`src/sv/prf_pkg.sv`:
```
package prf_pkg;

    localparam int CORE_SLOTS   = 64;
    localparam int FILTER_SLOTS = 64;

    localparam int CORE_AW = (CORE_SLOTS > 1) ? $clog2(CORE_SLOTS) : 1;
    localparam int FILT_AW = (FILTER_SLOTS > 1) ? $clog2(FILTER_SLOTS) : 1;
    localparam int CIDX_W  = $clog2(CORE_SLOTS + 1);
    localparam int FIDX_W  = $clog2(FILTER_SLOTS + 1);
    localparam int IDX_W   = (CIDX_W > FIDX_W) ? CIDX_W : FIDX_W;

    localparam int DATA_W  = 64;
    localparam int BASE_W  = 32;
    localparam int CNT_W   = 7;
    localparam int SLOT_W  = 6;
    localparam int KIND_W  = 2;
    localparam int POW_W   = 5;
    localparam int MASK_W  = 64;
    localparam int SYM_W   = 2;
    localparam int FENT_W  = KIND_W + 2 * SLOT_W;
    localparam int PADDR_W = 4;

    localparam logic [BASE_W-1:0] BASE_RESET = 32'd2;

    typedef enum logic [1:0] {
        OP_LOAD_CORE   = 2'd0,
        OP_LOAD_FILTER = 2'd1,
        OP_TEST        = 2'd2,
        OP_NONE        = 2'd3
    } t_op;

    localparam logic [SYM_W-1:0] SYM_ZERO  = 2'd0;
    localparam logic [SYM_W-1:0] SYM_PLUS  = 2'd1;
    localparam logic [SYM_W-1:0] SYM_MINUS = 2'd2;

    localparam logic [1:0] REG_BASE      = 2'd0;
    localparam logic [1:0] REG_CORE_CNT  = 2'd1;
    localparam logic [1:0] REG_FILT_CNT  = 2'd2;

    typedef enum logic [3:0] {
        S_IDLE,
        S_CORE_RD,
        S_CORE_LD,
        S_CORE_JAC,
        S_BASE_LD,
        S_BASE_JAC,
        S_FILT_RD,
        S_FILT_SYM,
        S_FILT_EVAL,
        S_DONE
    } t_state;

    typedef struct packed {
        logic             start_test;
        logic             core_wr;
        logic             filt_wr;
        logic             core_ld;
        logic             base_ld;
        logic             jac_step;
        logic             sym_wr;
        logic             base_wr;
        logic             filt_sym;
        logic             filt_eval;
        logic             publish;
        logic [IDX_W-1:0] idx;
        logic [IDX_W-1:0] ncore;
    } t_cmd;

    typedef struct packed {
        logic jac_done;
    } t_stat;

endpackage

```
`src/sv/prf_ctrl.sv`:
```
module prf_ctrl (
    input  logic                       i_clk,
    input  logic                       i_rst_n,
    input  logic                       i_valid,
    input  logic [1:0]                 i_operation,
    input  logic [prf_pkg::CNT_W-1:0]  i_core_count,
    input  logic [prf_pkg::CNT_W-1:0]  i_filter_count,
    input  logic                       i_stall,
    input  prf_pkg::t_stat             i_stat,
    output prf_pkg::t_cmd              o_cmd,
    output logic                       o_stall,
    output logic                       o_valid
);

    prf_pkg::t_state            r_state, n_state;
    logic [prf_pkg::IDX_W-1:0]  r_idx, n_idx;
    logic                       r_valid, n_valid;
    logic [prf_pkg::IDX_W-1:0]  w_ncore;
    logic [prf_pkg::IDX_W-1:0]  w_nfilt;
    logic [prf_pkg::IDX_W-1:0]  w_idx_inc;

    assign w_ncore = (int'(i_core_count) > prf_pkg::CORE_SLOTS) ?
                     prf_pkg::IDX_W'(prf_pkg::CORE_SLOTS) : prf_pkg::IDX_W'(i_core_count);
    assign w_nfilt = (int'(i_filter_count) > prf_pkg::FILTER_SLOTS) ?
                     prf_pkg::IDX_W'(prf_pkg::FILTER_SLOTS) : prf_pkg::IDX_W'(i_filter_count);
    assign w_idx_inc = r_idx + 1'b1;

    assign o_stall = (r_state != prf_pkg::S_IDLE);
    assign o_valid = r_valid;

    always_ff @(posedge i_clk) begin
        if (!i_rst_n) begin
            r_state <= prf_pkg::S_IDLE;
            r_idx   <= '0;
            r_valid <= 1'b0;
        end else begin
            r_state <= n_state;
            r_idx   <= n_idx;
            r_valid <= n_valid;
        end
    end

    always_comb begin
        n_state = r_state;
        n_idx   = r_idx;
        n_valid = r_valid && i_stall;
        o_cmd   = '0;
        o_cmd.idx   = r_idx;
        o_cmd.ncore = w_ncore;
        unique case (r_state)
            prf_pkg::S_IDLE: begin
                if (i_valid) begin
                    case (prf_pkg::t_op'(i_operation))
                        prf_pkg::OP_LOAD_CORE:   o_cmd.core_wr = 1'b1;
                        prf_pkg::OP_LOAD_FILTER: o_cmd.filt_wr = 1'b1;
                        prf_pkg::OP_TEST: begin
                            o_cmd.start_test = 1'b1;
                            n_idx = '0;
                            n_state = (w_ncore == '0) ? prf_pkg::S_BASE_LD
                                                      : prf_pkg::S_CORE_RD;
                        end
                        default: ;
                    endcase
                end
            end
            prf_pkg::S_CORE_RD: n_state = prf_pkg::S_CORE_LD;
            prf_pkg::S_CORE_LD: begin
                o_cmd.core_ld = 1'b1;
                n_state = prf_pkg::S_CORE_JAC;
            end
            prf_pkg::S_CORE_JAC: begin
                if (i_stat.jac_done) begin
                    o_cmd.sym_wr = 1'b1;
                    n_idx = w_idx_inc;
                    n_state = (w_idx_inc == w_ncore) ? prf_pkg::S_BASE_LD
                                                     : prf_pkg::S_CORE_RD;
                end else begin
                    o_cmd.jac_step = 1'b1;
                end
            end
            prf_pkg::S_BASE_LD: begin
                o_cmd.base_ld = 1'b1;
                n_state = prf_pkg::S_BASE_JAC;
            end
            prf_pkg::S_BASE_JAC: begin
                if (i_stat.jac_done) begin
                    o_cmd.base_wr = 1'b1;
                    n_idx = '0;
                    n_state = (w_nfilt == '0) ? prf_pkg::S_DONE : prf_pkg::S_FILT_RD;
                end else begin
                    o_cmd.jac_step = 1'b1;
                end
            end
            prf_pkg::S_FILT_RD: n_state = prf_pkg::S_FILT_SYM;
            prf_pkg::S_FILT_SYM: begin
                o_cmd.filt_sym = 1'b1;
                n_state = prf_pkg::S_FILT_EVAL;
            end
            prf_pkg::S_FILT_EVAL: begin
                o_cmd.filt_eval = 1'b1;
                n_idx = w_idx_inc;
                n_state = (w_idx_inc == w_nfilt) ? prf_pkg::S_DONE : prf_pkg::S_FILT_RD;
            end
            prf_pkg::S_DONE: begin
                // hold the finished item until the output register frees up
                if (!r_valid || !i_stall) begin
                    o_cmd.publish = 1'b1;
                    n_valid = 1'b1;
                    n_state = prf_pkg::S_IDLE;
                end
            end
            default: n_state = prf_pkg::S_IDLE;
        endcase
    end

endmodule

```
`config.mk`:
```
export PLATFORM = sky130hd
export DESIGN_NAME = prf_ctrl
export DESIGN_NICKNAME = d
export VERILOG_FILES = /design/src/sv/prf_pkg.sv /design/src/sv/prf_ctrl.sv
export SDC_FILE = /design/constraint.sdc
export NUM_CORES = 1
export LEC_CHECK = 0
export BUFFER_PORTS_ARGS = -buffer_cell sky130_fd_sc_hd__buf_4
export CAP_MARGIN = 0
export CORE_UTILIZATION = 46
export CTS_CLUSTER_DIAMETER = 30
export DETAILED_ROUTE_END_ITERATION = 12
export PLACE_DENSITY = 0.83
export SLEW_MARGIN = 20
export SYNTH_ARGS = -nofsm -noshare
export SYNTH_HDL_FRONTEND = slang
export SYNTH_SLANG_ARGS = --single-unit
```
`constraint.sdc`:
```
create_clock -name i_clk -period 2.1 [get_ports i_clk]
set_input_delay 0 -clock i_clk [delete_from_list [all_inputs] [get_ports i_clk]]
set_output_delay 0 -clock i_clk [all_outputs]
set_load 0.01 [all_outputs]
```
==> results of run 1 <==
-- layer usage --
layer / wire length, um / up-vias / GRT usage
met3: 273 / 18 / 0.0454
met4: 156 / 0 / 0.139
met5: 0 / - / 0
li1: - / 873 / -
met1: 1830 / 824 / 0.318
met2: 2360 / 82 / 0.531
-- through the flow --
| stage | hold WS [ns] | utilization | TNS, ns |
|---|---|---|---|
| 2_1_floorplan | 0.0507 | - | 0 |
| 3_5_place_dp | 0.261 | 0.680 | -0.0440 |
| 3_3_place_gp | 0.258 | 0.680 | 0 |
| 6_report | 0.106 | 0.740 | 0 |
| 5_1_grt | 0.138 | 0.740 | -0.0269 |
| 4_1_cts | 0.0000554 | 0.712 | 0 |
-- worst min path at each step --
stage,end,from,cells after the start
2_1_floorplan,o_cmd[22],i_operation[1],1
3_5_place_dp,o_cmd[22],i_operation[1],3
4_1_cts,r_state[0]$_SDFFE_PN0P_,i_rst_n,3
5_1_grt,r_state[3]$_SDFFE_PN0P_,i_filter_count[1],4
6_report,r_state[1]$_SDFFE_PN0P_,i_stat,4
3_3_place_gp,o_cmd[23],i_operation[0],3
-- power by group through the flow --
stage	combinational, mW	sequential, mW	clock (mW)
floorplan	0.0753	0.236	0
global placement	0.150	0.237	0
detailed placement	0.152	0.237	0
CTS	0.154	0.230	0.193
global route	0.178	0.228	0.206
finish	0.164	0.228	0.192
-- cells in the mapped netlist, drive strengths merged (3+ instances only) --
cell type	count
nor2	28
a21oi	16
dfxtp	12
nand2	11
o21ai	11
nand3	9
nor3	8
inv	7
nor2b	7
clkbuf	6
xnor2	6
xor2	6
nand4	5
nor4	5
a31oi	4
and3	4
buf	4
or3	4
a211oi	3
nand3b	3
o2111ai	3
-- cell type report --
class	count	area, um2
inverter	9	33.8
clock buffer	4	36.3
sequential	12	254
tap	31	38.8
fill	238	736
multi-input combinational	167	1180
timing repair buffer	72	553
-- logic make-up after synthesis --
family                   after synthesis
adder cells (fa/ha/maj)                1
buffers and inverters                 19
XOR/XNOR                              13
multiplexers                           2
flip-flops                            12
AND/OR/NAND/NOR                       96
AO/OA/AOI/OAI                         55
-- cells in the final DEF (no fill, tap or decap), types with 3 or more instances in the layout --
master | synthesis | routed
clkbuf_4 | 0 | 3
nand3b_1 | 3 | 3
nor3_1 | 8 | 7
or3_1 | 4 | 3
nand2_1 | 11 | 11
xor2_1 | 6 | 6
nor4_1 | 5 | 5
buf_4 | 0 | 68
o21ai_0 | 10 | 9
xnor2_2 | 1 | 3
inv_1 | 7 | 7
a21oi_1 | 16 | 15
dfxtp_1 | 12 | 7
nand4_1 | 5 | 5
dfxtp_4 | 0 | 3
and3_1 | 3 | 3
nor2b_1 | 7 | 7
a31oi_1 | 4 | 4
nand3_1 | 8 | 8
nor2_1 | 28 | 27
-- worst max-delay path: stages (launching register included) --
cell      delay (ns)
dfxtp_4         0.37
buf_4           0.17
nand3_1         0.13
buf_4           0.18
xnor2_2         0.21
nand4b_1        0.15
nand3b_1        0.15
a211o_1         0.36
a311oi_2        0.25
-- what timing repair did --
action	CTS	global route
setup endpoints to repair	2	3
pin swaps	3	3
buffers inserted	1	0
gates resized for setup	7	16
hold buffers	1	1
hold endpoints to repair	1	1
-- flip-flops by register name, summed over array words and instances (netlist names) --
signal	flops
r_idx	7
r_state	4
o_valid	1
==> qor.yml, run 1 <==
htreeDepth: 1
first_iter_violations: 124
die_y_um: 57.3
port-buffer-count: 47
wl_um: 4620
placedInstanceArea_um2: 1920
setup_viol: 0
synth.area.mux_share: 0.0151
hold_viol: 0
drv_slew: 0
cts_buffers: 3
rsz0062_at_grt: "true"
dr.pass1.iters: 8
synthAdderAreaFrac: 0.00890
grt-ovfl-total: 0
netlist_top_cells_area: "dfxtp_1 (17%), nor2_1 (7.5%), a21oi_1 (5.7%), xor2_1 (3.7%), o21ai_0 (3.6%)"
syn_area_um2: 1410
switching_share: 0.301
fin_cells: 295
synth_edf_count: 0
die_w_um: 57.3
dpl.cell_count: 288
critPathRequiredTime_ns: 2.30
netlist.area_leader.share: 0.171
power_frac_comb: 0.281
area_growth_pct: 48.8
ys_ff_latch: 12
synth_top_family_by_area: "simple AND/OR/NAND/NOR gates"
p_seq_frac: 0.390
endpoint: "r_state[2]$_SDFFE_PN0P_"
ys_seq_area_frac: 0.171
regToRegEndpoint: "r_state[2]$_SDFFE_PN0P_"
final_nets: 287
cts.reportedPaths.clkPinSlew_ns: 0.09
finClkSkew_ns: 0.00836
clockPowerShare: 0.329
ys.flop_type: "dfxtp_1"
antenna_found_initial: 0
max-cap-violations: 0
max_freq_mhz: 486
violations: "DRC"
diodes: 0
internal_power_mw: 0.408
yosysUniqueCellTypes: 58
synth_compound_area_frac: 0.272
gp_congestion: 0.959
grt_max_degree: 14
synthArstFlopShare: 0
total_power_mw: 0.583
synth_fp_nets: 220
clkSinkCount: 12
insertion_delay_ns: 0.28
crit_path_start_kind: "flip-flop"
critPathMaxFanout: 10
rrSetupSlack_ns: 0.04
rows: 19
vias: 1797
dp_slack_ns: -0.0440
outcome: "complete, but fails checks"
power.density_nw_per_um2: 279
fin_crit_sh: 0.980
syn_inst: 198
drive_gt1_frac: 0.383
cts_tree: "yes"
yosys.area_share.simple: 0.371
path_class: "flip-flop to flip-flop"
relSlewSlack: 0.644
hp-class: "primary input to flip-flop"
cts_buffer_depth: 2
switchingPower_mw: 0.175
arrival_ns: 2.25
initial_core_util: 0.497
leakagePower_nw: 0.899
drcViolationCount: 5
rr_startpoint: "r_idx[0]$_SDFFE_PN0P_"
grt_pass1_vias: 1736
avgRoutedWirePerCell_um: 15.7
grt_pass1_wl_um: 7420
syn_area_per_cell_um2: 7.10
viasPerCell: 6.09
max_slew.worst_pin.slew_ns: 0.529
yosys.area.top_type: "dfxtp_1"
r2r_cells: 8
crit_start: "r_idx[0]$_SDFFE_PN0P_"
cts-root-buf: "clkbuf_4"
grt_usage: 0.287
fin_crit_ns: 2.06
synth-xor-area-share: 0.0961
io_pins: 48
crit_path_end_kind: "flip-flop"
core_area_um2: 2830
dieArea_um2: 3280
ir_drop_uv: 218
setup_ws_ns: 0.0429
fin_area_um2: 2090
antenna_left: 0
dp_hpwl_um: 3520
yosys_warnings: 0
Note: power is estimated with default switching activity, not from simulation.
==> inputs of run 2 (changes only) <==
Settings changed: REMOVE_ABC_BUFFERS set to 1.
==> qor.yml, run 2 (synthesis gave the netlist of run 1 again) <==
path_buf_inv: 1
grt_max_degree: 14
finClkSkew_ns: 0.00268
insertion_delay_ns: 0.27
crit_start: "r_idx[0]$_SDFFE_PN0P_"
tns_ns: -0.00435
diodes: 0
largest_reg_flops: 7
grt_pass1_vias: 1668
gp_congestion: 0.926
met1Wirelength_um: 1850
dieArea_um2: 3280
viasPerCell: 6.07
setup_ws_ns: -0.00435
fin_crit_sh: 1.00
core_area_um2: 2830
hold_viol: 0
crit_chain: "buf_4, or4b_4, o41ai_2, a31o_1, a32oi_2, or4b_1, a311oi_2"
critPathMaxFanout: 2
avgRoutedWirePerCell_um: 14.9
rrSetupSlack_ns: -0.004
rsz0062_at_grt: "true"
crit_path_end_kind: "flip-flop"
io_pins: 48
total_power_mw: 0.533
path_class: "flip-flop to flip-flop"
antenna_found_initial: 0
area_growth_pct: 50.2
crit_path_start_kind: "flip-flop"
wl_met2_um: 2350
cts_tree: "yes"
dp_slack_ns: -0.161
grt_usage: 0.291
antenna_left: 0
die_w_um: 57.3
power.density_nw_per_um2: 252
first_iter_violations: 92
leakagePower_nw: 0.915
holdWs_ns: 0.00621
clkSinkCount: 12
critPathRequiredTime_ns: 2.29
hp-start: "i_rst_n"
cts_buffer_depth: 2
die_y_um: 57.3
arrival_ns: 2.29
rows: 19
drcViolationCount: 3
outcome: "complete, but fails checks"
critPathMaxStageDelay_ns: 0.53
setup_viol: 1
violations: "DRC, setup timing"
mostFrequentLayoutCell: "buf_4"
grt_pass1_wl_um: 7500
final_nets: 292
max_slew.worst_pin.slew_ns: 0.490
initial_core_util: 0.497
worst_path_max_delay_cell: "or4b_1"
cts_buffers: 3
max_freq_mhz: 475
ir_drop_uv: 348
dp_hpwl_um: 3520
cts-root-buf: "clkbuf_4"
grt-ovfl-total: 0
hp-class: "primary input to flip-flop"
vias: 1814
regMostFlops: "r_idx"
fillCellCount: 238
htreeDepth: 1
max-cap-violations: 0
rr_startpoint: "r_idx[0]$_SDFFE_PN0P_"
drv_slew: 0
fin_crit_ns: 2.10
critPathTopFamily: "simple AND/OR/NAND/NOR gates"
wl_um: 4460
cts.reportedPaths.clkPinSlew_ns: 0.07
highest_layer: "met4"
layout_common_cells: "buf_4 (75), nor2_1 (27), a21oi_1 (15), nand2_1 (11), o21ai_0 (10)"
dr_wl_met3_um: 213
port-buffer-count: 47
dr.pass1.iters: 8
relSlewSlack: 0.671
drive_gt1_frac: 0.396
fin_util: 0.747
[run 2: final timing paths]
check	to	cells past startpoint
max	r_state[2]$_SDFFE_PN0P_	7
min	r_state[0]$_SDFFE_PN0P_	3
max reg2reg	r_state[2]$_SDFFE_PN0P_	7
min reg2reg	o_valid$_SDFF_PN0_	2
[run 2: timing repair]
action,in CTS,in global routing
setup endpoints to repair,2,4
hold buffers,0,0
setup buffers,1,0
pin swaps,6,1
gates resized for setup,17,7
gates cloned,0,0
[run 2: stage by stage]
| stage | cells | instance area, um2 |
|---|---|---|
| final | 299 | 2110 |
| after global placement | 295 | 1960 |
| after CTS | 299 | 2080 |
| after detailed placement | 295 | 1960 |
| after global routing | 299 | 2110 |
| after floorplan | 188 | 1350 |
[run 2: where the power goes]
part           internal, mW  switching (mW)  total (mW)
Combinational        0.0776          0.0841       0.162
Clock                0.0665          0.0732       0.140
Sequential            0.229         0.00246       0.231
Total                 0.373           0.160       0.533
[run 2: metal layers]
layer | track usage | up-vias
met5 | 0 | -
met4 | 0.0697 | 0
met3 | 0.0499 | 10
met2 | 0.551 | 69
met1 | 0.337 | 851
li1 | - | 884
[run 2: final cells by class]
cell class	instances	area, um2	area share
inverter	9	33.8	0.0160
tap	31	38.8	0.0184
timing repair buffer	77	586	0.277
clock buffer	3	22.5	0.0107
multi-input combinational	167	1180	0.561
sequential	12	246	0.117
[run 2: worst register-to-register path: stages, from the launching register on]
cell      delay [ns]
dfxtp_2         0.34
buf_4           0.14
or4b_4          0.51
o41ai_2         0.07
a31o_1          0.16
a32oi_2         0.07
or4b_1          0.53
a311oi_2        0.20
